`src/rtl/core/stack_op_engine_macros.svh`:
```
// ----------------------------------------------------------------------------
// stack_op_engine assertion macros
// Shorthand for the clocked checks used in the stack engine.
// ----------------------------------------------------------------------------
`ifndef STACK_OP_ENGINE_MACROS_SVH
`define STACK_OP_ENGINE_MACROS_SVH

// same-cycle implication, quiet during reset
`define SOE_ASSERT_NOW(lbl, ante, cons, msg) \
  lbl: assert property (@(posedge clk) disable iff (rst) (ante) |-> (cons)) else $error(msg);

// next-cycle implication, quiet during reset
`define SOE_ASSERT_NEXT(lbl, ante, cons, msg) \
  lbl: assert property (@(posedge clk) disable iff (rst) (ante) |=> (cons)) else $error(msg);

`endif

```
`src/rtl/core/soe_pkg.sv`:
```
// ----------------------------------------------------------------------------
// soe_pkg
// Sizes, operation codes and status codes of the stack operation engine.
// ----------------------------------------------------------------------------
package soe_pkg;

  localparam int DEPTH  = 16;
  localparam int WIDTH  = 32;
  localparam int CNT_W  = $clog2(DEPTH + 1);
  localparam int ADDR_W = $clog2(DEPTH);

  typedef logic [WIDTH-1:0]  elem_t;
  typedef logic [CNT_W-1:0]  cnt_t;
  typedef logic [ADDR_W-1:0] addr_t;

  typedef enum logic [2:0] {
    OP_PUSH = 3'd0,
    OP_MAX  = 3'd1,
    OP_MIN  = 3'd2,
    OP_OVER = 3'd3,
    OP_ROT  = 3'd4,
    OP_SWAP = 3'd5,
    OP_DROP = 3'd6,
    OP_READ = 3'd7
  } op_t;

  typedef enum logic [1:0] {
    ST_OK    = 2'd0,
    ST_UNDER = 2'd1,
    ST_OVER  = 2'd2
  } status_t;

endpackage

```
`src/rtl/core/stack_op_engine.sv`:
```
// ----------------------------------------------------------------------------
// stack_op_engine
// Bounded signed data stack held in a RAM, one operation per request.
// ----------------------------------------------------------------------------
// A request is taken when start is high and busy is low. The engine reads the
// top three entries from the stack RAM one per cycle, works out the new
// stack, then writes back up to three entries one per cycle through the single
// write port. done pulses for one cycle with the result in the cycle after the
// last write, or straight from the calculate step when nothing is written, and
// a new request may be given in that same cycle. The result cannot be held
// off; the receiver must take it in the cycle done is high. The RAM needs no
// clearing after reset.
module stack_op_engine (
  input  logic                    clk,
  input  logic                    rst,
  input  logic                    start,
  output logic                    busy,
  input  logic [2:0]              op,
  input  logic signed [31:0]      operand_value,
  output logic                    done,
  output logic signed [31:0]      top_value,
  output logic                    top_valid,
  output logic [4:0]              depth_now,
  output logic [1:0]              status
);

  import soe_pkg::*;

  `include "stack_op_engine_macros.svh"

  typedef enum logic [2:0] {
    S_IDLE,
    S_RD0,
    S_RD1,
    S_RD2,
    S_CALC,
    S_WR
  } state_t;

  state_t  state;
  op_t     op_q;
  elem_t   opnd_q;
  cnt_t    count;
  elem_t   a;
  elem_t   b;
  addr_t   wr_addr [3];
  elem_t   wr_data [3];
  logic [1:0] wr_num;
  logic [1:0] wr_idx;
  cnt_t    count_q;
  status_t status_q;
  elem_t   top_q;

  logic    ram_we;
  addr_t   ram_raddr;
  elem_t   ram_rdata;

  // next-state values worked out in the calculate step
  cnt_t    calc_count;
  status_t calc_status;
  elem_t   calc_top;
  elem_t   calc_sel;
  logic [1:0] calc_num;
  addr_t   calc_addr [3];
  elem_t   calc_data [3];
  logic    has1;
  logic    has2;
  logic    has3;
  logic    full;

  assign busy   = (state != S_IDLE);
  assign ram_we = (state == S_WR);

  always_comb begin
    case (state)
      S_RD0:   ram_raddr = addr_t'(count - cnt_t'(1));
      S_RD1:   ram_raddr = addr_t'(count - cnt_t'(2));
      S_RD2:   ram_raddr = addr_t'(count - cnt_t'(3));
      default: ram_raddr = '0;
    endcase
  end

  soe_ram #(
    .DATA_W (WIDTH),
    .DEPTH  (DEPTH)
  ) u_ram (
    .clk   (clk),
    .we    (ram_we),
    .waddr (wr_addr[wr_idx]),
    .wdata (wr_data[wr_idx]),
    .raddr (ram_raddr),
    .rdata (ram_rdata)
  );

  // a = top, b = second, ram_rdata = third (valid in S_CALC)
  always_comb begin
    has1        = (count != '0);
    has2        = (count >= cnt_t'(2));
    has3        = (count >= cnt_t'(3));
    full        = (count == cnt_t'(DEPTH));
    calc_count  = count;
    calc_status = ST_OK;
    calc_top    = a;
    calc_num    = 2'd0;
    calc_sel    = ($signed(a) > $signed(b)) ? a : b;
    for (int i = 0; i < 3; i++) begin
      calc_addr[i] = '0;
      calc_data[i] = '0;
    end
    case (op_q)
      OP_PUSH: begin
        if (full) begin
          calc_status = ST_OVER;
        end else begin
          calc_addr[0] = addr_t'(count);
          calc_data[0] = opnd_q;
          calc_num     = 2'd1;
          calc_count   = count + cnt_t'(1);
          calc_top     = opnd_q;
        end
      end
      OP_MAX, OP_MIN: begin
        if (!has2) begin
          calc_status = ST_UNDER;
        end else begin
          if (op_q == OP_MIN) begin
            calc_sel = ($signed(a) > $signed(b)) ? b : a;
          end
          calc_addr[0] = addr_t'(count - cnt_t'(2));
          calc_data[0] = calc_sel;
          calc_num     = 2'd1;
          calc_count   = count - cnt_t'(1);
          calc_top     = calc_sel;
        end
      end
      OP_OVER: begin
        if (!has2) begin
          calc_status = ST_UNDER;
        end else if (full) begin
          calc_status = ST_OVER;
        end else begin
          calc_addr[0] = addr_t'(count);
          calc_data[0] = b;
          calc_num     = 2'd1;
          calc_count   = count + cnt_t'(1);
          calc_top     = b;
        end
      end
      OP_ROT: begin
        if (!has3) begin
          calc_status = ST_UNDER;
        end else begin
          calc_addr[0] = addr_t'(count - cnt_t'(3));
          calc_data[0] = b;
          calc_addr[1] = addr_t'(count - cnt_t'(2));
          calc_data[1] = a;
          calc_addr[2] = addr_t'(count - cnt_t'(1));
          calc_data[2] = ram_rdata;
          calc_num     = 2'd3;
          calc_top     = ram_rdata;
        end
      end
      OP_SWAP: begin
        if (!has2) begin
          calc_status = ST_UNDER;
        end else begin
          calc_addr[0] = addr_t'(count - cnt_t'(1));
          calc_data[0] = b;
          calc_addr[1] = addr_t'(count - cnt_t'(2));
          calc_data[1] = a;
          calc_num     = 2'd2;
          calc_top     = b;
        end
      end
      OP_DROP: begin
        if (!has1) begin
          calc_status = ST_UNDER;
        end else begin
          calc_count = count - cnt_t'(1);
          calc_top   = b;
        end
      end
      default: begin
        if (!has1) begin
          calc_status = ST_UNDER;
        end
      end
    endcase
    if (calc_count == '0) begin
      calc_top = '0;
    end
  end

  always_ff @(posedge clk) begin
    if (rst) begin
      state  <= S_IDLE;
      count  <= '0;
      done   <= 1'b0;
      wr_idx <= '0;
      wr_num <= '0;
    end else begin
      done <= 1'b0;
      case (state)
        S_IDLE: begin
          if (start) begin
            op_q   <= op_t'(op);
            opnd_q <= elem_t'(operand_value);
            state  <= S_RD0;
          end
        end
        S_RD0: begin
          state <= S_RD1;
        end
        S_RD1: begin
          a     <= ram_rdata;
          state <= S_RD2;
        end
        S_RD2: begin
          b     <= ram_rdata;
          state <= S_CALC;
        end
        S_CALC: begin
          wr_addr  <= calc_addr;
          wr_data  <= calc_data;
          wr_num   <= calc_num;
          wr_idx   <= '0;
          count_q  <= calc_count;
          status_q <= calc_status;
          top_q    <= calc_top;
          if (calc_num == 2'd0) begin
            count     <= calc_count;
            done      <= 1'b1;
            top_value <= 32'(calc_top);
            top_valid <= (calc_count != '0);
            depth_now <= 5'(calc_count);
            status    <= calc_status;
            state     <= S_IDLE;
          end else begin
            state <= S_WR;
          end
        end
        S_WR: begin
          wr_idx <= wr_idx + 2'd1;
          if (wr_idx == wr_num - 2'd1) begin
            count     <= count_q;
            done      <= 1'b1;
            top_value <= 32'(top_q);
            top_valid <= (count_q != '0);
            depth_now <= 5'(count_q);
            status    <= status_q;
            state     <= S_IDLE;
          end
        end
        default: begin
          state <= S_IDLE;
        end
      endcase
    end
  end

  `SOE_ASSERT_NEXT(a_take_busy, start && !busy, busy, "request taken but engine not busy")
  `SOE_ASSERT_NOW(a_valid_count, done, top_valid == (count != '0), "top_valid disagrees with count")
  `SOE_ASSERT_NOW(a_count_on_done, count != $past(count), done, "count moved without a result")
  `SOE_ASSERT_NOW(a_over_cause, done && status == ST_OVER, op_q == OP_PUSH || op_q == OP_OVER, "overflow from an operation that cannot grow")

endmodule

```
`src/rtl/core/soe_ram.sv`:
```
// ----------------------------------------------------------------------------
// soe_ram
// Simple dual-port RAM: one write port, one read port with registered data.
// ----------------------------------------------------------------------------
module soe_ram #(
  parameter int DATA_W = 32,
  parameter int DEPTH  = 16,
  localparam int ADDR_W = $clog2(DEPTH)
) (
  input  logic              clk,
  input  logic              we,
  input  logic [ADDR_W-1:0] waddr,
  input  logic [DATA_W-1:0] wdata,
  input  logic [ADDR_W-1:0] raddr,
  output logic [DATA_W-1:0] rdata
);

  logic [DATA_W-1:0] mem [DEPTH];

  always_ff @(posedge clk) begin
    if (we) begin
      mem[waddr] <= wdata;
    end
    rdata <= mem[raddr];
  end

endmodule
```
`config.mk`:
```
export PLATFORM = sky130hd
export DESIGN_NAME = stack_op_engine
export DESIGN_NICKNAME = d
export VERILOG_FILES = /design/src/rtl/core/soe_pkg.sv /design/src/rtl/core/stack_op_engine.sv /design/src/rtl/core/soe_ram.sv
export VERILOG_INCLUDE_DIRS = /design/src /design/src/rtl/core
export SDC_FILE = /design/constraint.sdc
export NUM_CORES = 1
export LEC_CHECK = 0
export ABC_AREA = 1
export BUFFER_PORTS_ARGS = -buffer_cell sky130_fd_sc_hd__clkbuf_2
export CAP_MARGIN = 20
export CORE_MARGIN = 2
export CORE_UTILIZATION = 65
export CTS_BUF_LIST = sky130_fd_sc_hd__clkbuf_8
export DETAILED_ROUTE_END_ITERATION = 6
export PLACE_DENSITY = 0.82
export SLEW_MARGIN = 20
export SYNTH_ARGS = -nofsm -noshare
export SYNTH_HDL_FRONTEND = slang
export SYNTH_HIERARCHICAL = 1
export SYNTH_SLANG_ARGS = --single-unit
```
`constraint.sdc`:
```
create_clock -name clk -period 19.2 [get_ports clk]
set_input_delay 1.92 -clock clk [delete_from_list [all_inputs] [get_ports clk]]
set_output_delay 1.92 -clock clk [all_outputs]
set_load 0.02 [all_outputs]
```
==> metrics.md, run 1 <==
| Metric | Value |
|---|---|
| Drt first pass iters | `7` |
| Largest net degree at the start of global routing | `between 150 and 200` |
| EDFF count, synth | `between 700 and 800` |
| Setup Fix Bufs, Post-CTS | `0` |
| Delay-heaviest family, CP | `simple AND/OR/NAND/NOR gates` |
| Core ar. | `around 0.058 mm2` |
| Dpl hpwl | `around 52000 um` |
| RSZ-0062 raised after global routing | `false` |
| DR vias/cell | `roughly 6` |
| Global-route wire length before repair | `143000 um` |
| DRT Wirelength | `around 94000 um` |
| Synth-to-layout area growth | `9.99%` |
| Run status | `finished, final reports clean` |
| Clk Latency, worst-skew pair | `~0.8 ns` |
| PortBufs | `between 70 and 80` |
| Buffers & Inverters on Critical Path | `2` |
| MaxCap Viol Count | `0` |
| Die area | `0.0601 mm2` |
| Syn avg cell area | `between 10 and 15 um2` |
| Average wire per cell in the routed design | `20.4 um` |
| Clock H-tree levels | `4` |
| Boundary Pins | `80` |
| LEAKAGE | `about 18 nW` |
| Num CTS Buffers | `about 130` |
| Clock skew | `roughly 0.024 ns` |
| Multi-input combinational cell area | `around 0.01 mm2` |
| Worst-Margin Slew | `1.16 ns` |
| Commonest cells after routing, fill and taps aside | `nand2_1, edfxtp_1, inv_1, nand3_1, nor2_1` |
| Root Buffer | `clkbuf_8` |
| Final min period | `slightly above 4 ns` |
| Yosys cell types | `52` |
| Setup-failing EPs final | `0` |
| Die W | `245 um` |
| Drt drc | `0` |
| Hold Buf Count CTS | `0` |
| Fin. Hold Viols | `0` |
| Clock transition at path regs | `~0.060 ns` |
| WP data required | `approximately 20 ns` |
| CP Launch Type | `flip-flop` |
| Setup TNS Final | `0 ns` |
| Starting DRT DRC Count | `3641` |
| Initial antenna violation count | `1` |
| Largest fanout on the critical path | `38` |
| Starting density of the core | `about two thirds` |
| Rel. slew slack | `22.7%` |
| CTS tree | `yes` |
| Syn. warnings | `6` |
| RePlAce Congestion | `between 0.9 and 1` |
| Share of the synthesized area in the top cell type | `about 63%` |
| Clock buffer depth | `3` |
| Crit path cell chain | `inv_2, nor2_1, o31ai_1, nand3_1, nor2_4, buf_4` |
| Peak VDD IR | `0.0622 mV` |
| Site Rows | `between 80 and 90` |
| Min-Delay Path Class | `flip-flop to flip-flop` |
| Register area | `~0.025 mm2` |
| Die Y | `approximately 250 um` |
| Antenna-violating nets left | `0` |
| Commonest non-fill, non-tap cell in the layout | `nand2_1` |
| Pwr/cell area | `about 100 mW/mm2` |
| Fin crit share | `21.7%` |
| Filler cells | `around 3700` |
| Layout cell share with drive strength beyond 1 | `around 11%` |
| Via count | `around 27000` |
| Sink Count | `around 840` |
| Synthesized Nets | `approximately 3700` |
| Post_cts resized | `0` |
| Prevailing post-synth register cell | `edfxtp_1` |
| Fmax | `approximately 240 MHz` |
| Cell taking the most area after synthesis | `edfxtp_1` |
| Largest cells by area after synthesis | `edfxtp_1, nand2_1, nand3_1` |
| Final count of pins violating max slew | `0` |
| Final-stage net count | `about 3800` |
| Flops & latches, synth | `around 840` |
| Overall Global Routing Usage | `between 30% and 40%` |
| Mapped Cells | `between 3000 and 4000` |
| CP max stage delay | `around 0.71 ns` |
| Grt ovf | `0` |
| Syn Std Cell Area | `between 0.03 and 0.04 mm2` |
| Vias in the first global route | `around 26000` |
| CP Class | `flip-flop to flip-flop` |
| WP data arrival | `around 4.6 ns` |
| Setup crit end kind | `flip-flop` |
| Final Power | `4.20 mW` |
| CP max-delay cell | `nor2_4` |
| Asr flop ratio synth | `0%` |
| Post-synthesis sequential area ratio | `roughly two thirds` |
-- layer usage --
metal  up-vias  global-route usage (%)  wire, um
met1     12500                    41.5     34700
li1      12300                       -         -
met4         0                    16.0      4010
met5         -                       0         0
met3       342                    6.40     11300
met2      1757                    50.6     44200
-- Yosys cell counts (30+ instances only) --
| cell | n |
|---|---|
| a21oi_1 | 57 |
| a21oi_2 | 30 |
| and2_1 | 32 |
| buf_2 | 53 |
| clkbuf_1 | 52 |
| dfxtp_1 | 45 |
| edfxtp_1 | 798 |
| ha_1 | 42 |
| inv_1 | 551 |
| nand2_1 | 944 |
| nand3_1 | 527 |
| nor2_1 | 202 |
| o21ai_0 | 48 |
| o31ai_1 | 38 |
-- cells by family after synthesis --
group	after synthesis	synth area share [%]
buf+inv	744	8.46
fa+ha+maj	42	1.39
compound gates	254	4.53
xor+xnor	4	0.0926
simple gates	1747	19.8
flops	843	65.7
-- state kept, by name (all words and copies together), names as in the netlist, 2 cells and up --
name,cells
top_value,32
count_q,5
u_ram/rdata,32
wr_num,2
b,32
wr_idx,2
state,3
wr_data,96
op_q,3
opnd_q,32
u_ram/mem,512
status_q,2
count,5
depth_now,5
top_q,32
status,2
wr_addr,12
a,32
-- area by class of cell --
cell class | count | area share (%)
Antenna cell | 1 | 0.00601
Clock buffer | 152 | 5.03
Clock inverter | 89 | 1.26
Inverter | 565 | 5.14
Multi-Input combinational cell | 2047 | 24.1
Sequential cell | 843 | 59.8
Tap cell | 765 | 2.30
Timing Repair Buffer | 153 | 2.39
-- report_power, final --
group,leakage [nW],internal [mW],switching (mW)
Sequential,7.60,2.08,0.0691
Clock,1.51,0.792,0.697
Combinational,8.48,0.167,0.394
Total,17.6,3.04,1.16
-- final timing paths --
| check | from | endpoint | slack [ns] | cells after the start |
|---|---|---|---|---|
| max | wr_idx[0] | u_ram/mem[14][5] | 15.04 | 6 |
| min | u_ram/rdata[13] | b[13] | 0.48 | 0 |
| max reg2reg | wr_idx[0] | u_ram/mem[14][5] | 15.04 | 6 |
| min reg2reg | u_ram/rdata[13] | b[13] | 0.48 | 0 |
-- stage by stage --
step	util, %	worst slack (ns)	instance area (um2)	cells	hold WS (ns)
after detailed placement	67.6	15.18	38900	4371	0.461
after floorplan	-	10.47	37800	3634	0.426
after global placement	67.6	15.27	38900	4371	0.463
final	72.3	15.04	41600	4615	0.480
after global routing	72.3	14.82	41600	4615	0.492
after CTS	72.2	15.16	41500	4612	0.476
(Power assumes the default switching activity.)
==> run 2, diff against run 1 <==
==> constraint.sdc (replaced) <==
create_clock -name clk -period 4 [get_ports clk]
set_input_delay 0.4 -clock clk [delete_from_list [all_inputs] [get_ports clk]]
set_output_delay 0.4 -clock clk [all_outputs]
set_load 0.02 [all_outputs]
==> run 2 against run 1 <==
Against the previous run:
- hold slack lost 0.40 ns
- via count grew 1.0%
- register-to-register slack lost 14 ns
- first-iteration DRC count is essentially flat
- core utilization grew 0.88 points
- non-clock buffer count grew 54
- count of clock-buffer cells in the layout shrank 5
- wire length grew 1.9%
- cell area grew 1.2%
- global-route usage grew 0.65 points
- worst setup slack lost 14 ns
- sequential cell count is the same
- critical path type unchanged
- critical endpoint is now top_q[0]
- largest power group unchanged
==> metrics.md, run 2 (same netlist as run 1, synthesis figures left out) <==
| Metric | Value |
|---|---|
| Drt drc | `0 (unchanged)` |
| Max reg flops | `512 (unchanged)` |
| Boundary Pins | `80 (unchanged)` |
| CP Launch Type | `flip-flop` |
| Worst-Margin Slew | `1.11 ns (-0.0506 ns)` |
| Clk Latency, worst-skew pair | `0.81 ns (+0.02 ns)` |
| Commonest non-fill, non-tap cell in the layout | `nand2_1` |
| Largest net degree at the start of global routing | `137 (-21%)` |
| DR vias/cell | `5.83 (-0.16%)` |
| Root Buffer | `clkbuf_8` |
| Antenna-violating nets left | `0 (unchanged)` |
| Clk network pwr share | `34.4% (-1.0 points)` |
| Sequential share of power | `51.5% (+0.3 points)` |
| CP Class | `flip-flop to flip-flop` |
| DRT Wirelength | `96000 um (+1.9%)` |
| Clock skew | `0.0297 ns (+0.00610 ns)` |
| Die area | `0.0601 mm2 (unchanged)` |
| WP data required | `4.56 ns (-15.08 ns)` |
| Num CTS Buffers | `134 (unchanged)` |
| Final min period | `3.38 ns (-0.775 ns)` |
| Filler cells | `3706 (+0.46%)` |
| Largest Register | `u_ram/mem` |
| Site Rows | `88 (unchanged)` |
| Post-DP Area | `0.0392 mm2 (+0.79%)` |
| Starting density of the core | `65.7% (unchanged)` |
| GRT Max-Usage Layer | `met2` |
| Initial antenna violation count | `1 (unchanged)` |
| Setup-failing EPs final | `0 (unchanged)` |
| Largest fanout on the critical path | `33 (-13%)` |
| Layout cell share with drive strength beyond 1 | `11.4% (+0.10 points)` |
| Switching Share | `28.3% (+0.68 points)` |
| Die Y | `245 um (unchanged)` |
| Clock buffer depth | `3 (unchanged)` |
| Final worst slack | `0.616 ns (-14.42 ns)` |
| Die W | `245 um (unchanged)` |
| Grt ovf | `0 (unchanged)` |
| Vias in the first global route | `26600 (+1.8%)` |
| CTS tree | `yes` |
| Multi-input combinational cell area | `0.0100 mm2 (-0.27%)` |
| Via count | `27200 (+1.0%)` |
| Dpl ws | `0.679 ns (-14.50 ns)` |
| WP data arrival | `3.94 ns (-0.65 ns)` |
| Pwr/cell area | `474 mW/mm2 (+370%)` |
| Final-stage net count | `3878 (+1.4%)` |
| Starting DRT DRC Count | `3638 (-0.082%)` |
| Biggest regs | `u_ram/mem (512), wr_data (96)` |
| Final Power | `20.0 mW (+380%)` |
| Final count of pins violating max slew | `0 (unchanged)` |
| Fin crit share | `84.6% (+63 points)` |
| Clock transition at path regs | `0.07 ns (about the same)` |
| GRT met1 Usage | `43.9% (+2.3 points)` |
| Synth-to-layout area growth | `11.3%` |
| Met3 usage | `7.43% (+1.0 points)` |
| Core ar. | `0.0576 mm2 (unchanged)` |
| RePlAce Congestion | `0.956 (+0.28%)` |
| Clock H-tree levels | `4 (unchanged)` |
| Combinational power share | `14.1% (+0.7 points)` |
| Fmax | `296 MHz (+23%)` |
| PortBufs | `79 (unchanged)` |
| Register area | `0.0249 mm2 (about the same)` |
| Overall Global Routing Usage | `32.3% (+0.65 points)` |
| Run status | `finished, final reports clean` |
| Global-route track usage on met2 | `49.6% (-0.96 points)` |
| Post-route cell area | `0.0421 mm2 (+1.2%)` |
| Min-Delay Path Class | `primary input to flip-flop` |
| P_int | `14.3 mW (+370%)` |
| Rel. slew slack | `25.9% (+3.2 points)` |
| Dpl hpwl | `55400 um (+6.8%)` |
| Commonest cells after routing, fill and taps aside | `nand2_1, edfxtp_1, inv_1, nand3_1, nor2_1` |
| Setup TNS Final | `0 ns (unchanged)` |
| Average wire per cell in the routed design | `20.6 um (+0.70%)` |
| Peak VDD IR | `0.313 mV (+400%)` |
| LEAKAGE | `17.8 nW (+1.2%)` |
| Fin. Hold Viols | `0 (unchanged)` |
| Switching component of the power | `5.65 mW (+390%)` |
| Sink Count | `843 (unchanged)` |
| Worst-case hold slack | `0.0832 ns (-0.396 ns)` |
| Setup crit end kind | `flip-flop` |
| RSZ-0062 raised after global routing | `false` |
| MaxCap Viol Count | `0 (unchanged)` |
| Global-route wire length before repair | `147000 um (+2.8%)` |
| Drt first pass iters | `6 (-1)` |
==> run 2: changes by cell type in the layout (fill, tap and decap cells not counted), sizes merged, moves of 2 or more <==
cell	before	now
dlygate4sd3	0	36
clkinvlp	8	6
clkbuf	231	226
bufinv	5	1
buf	74	92
clkinv	24	30
inv	617	621
==> run 2: layout make-up <==
cell class | count | share of cell area (%)
multi-input cells | 2047 | 23.8
clock inverters | 93 | 1.11
clock buffers | 147 | 4.80
repair buffers | 207 | 3.94
flip-flops and latches | 843 | 59.0
inverters | 565 | 5.07
diodes | 2 | 0.0119
well taps | 765 | 2.27
==> run 2: critical path: stages, from the launching register on <==
cell and delay [ns]:
dfxtp_1 0.61, inv_1 0.26, ha_1 0.30, nand2_4 0.10, nor2_4 0.05, nand2_4 0.13
ha_1 0.24, nand2_1 0.07, o2111ai_1 0.13, nor2_2 0.21, nand2_4 0.09, nor2_8 0.60
a21oi_1 0.14, and2_1 0.20
==> run 2: power by group through the flow <==
stage          sequential [mW]  clock [mW]  combinational (mW)
2_1_floorplan             10.3           0                2.00
3_3_place_gp              10.4           0                2.61
3_5_place_dp              10.4           0                2.69
4_1_cts                   10.3        6.94                2.74
5_1_grt                   10.3        7.32                3.04
6_report                  10.3        6.87                2.81
==> run 2: metrics by stage <==
stage	std cells	utilization, %
after floorplan	3634	-
after global placement	4390	68.1
after detailed placement	4390	68.1
after CTS	4666	73.1
after global routing	4668	73.1
final	4669	73.1
==> run 2: path summary, 6_finish.rpt <==
kind / to / cells after the start / start / slack [ns]
setup reg to reg: top_q[0] / 13 / count[1] / 0.62
hold reg to reg: a[16] / 0 / u_ram/rdata[16] / 0.46
hold / removal: wr_idx[0] / 2 / rst / 0.08
setup / recovery: top_q[0] / 13 / count[1] / 0.62
==> run 2: what timing repair did <==
item	4_1_cts	5_1_grt
hold endpoints to repair	36	0
resized for setup	0	0
hold buffers	36	0
setup buffers	0	0
==> run 2: metal layers <==
metal  routed length [um]  up-vias
li1                     -    12400
met1                36300    12700
met2                44800     1773
met3                11100      286
met4                 3750        0
met5                    0        -
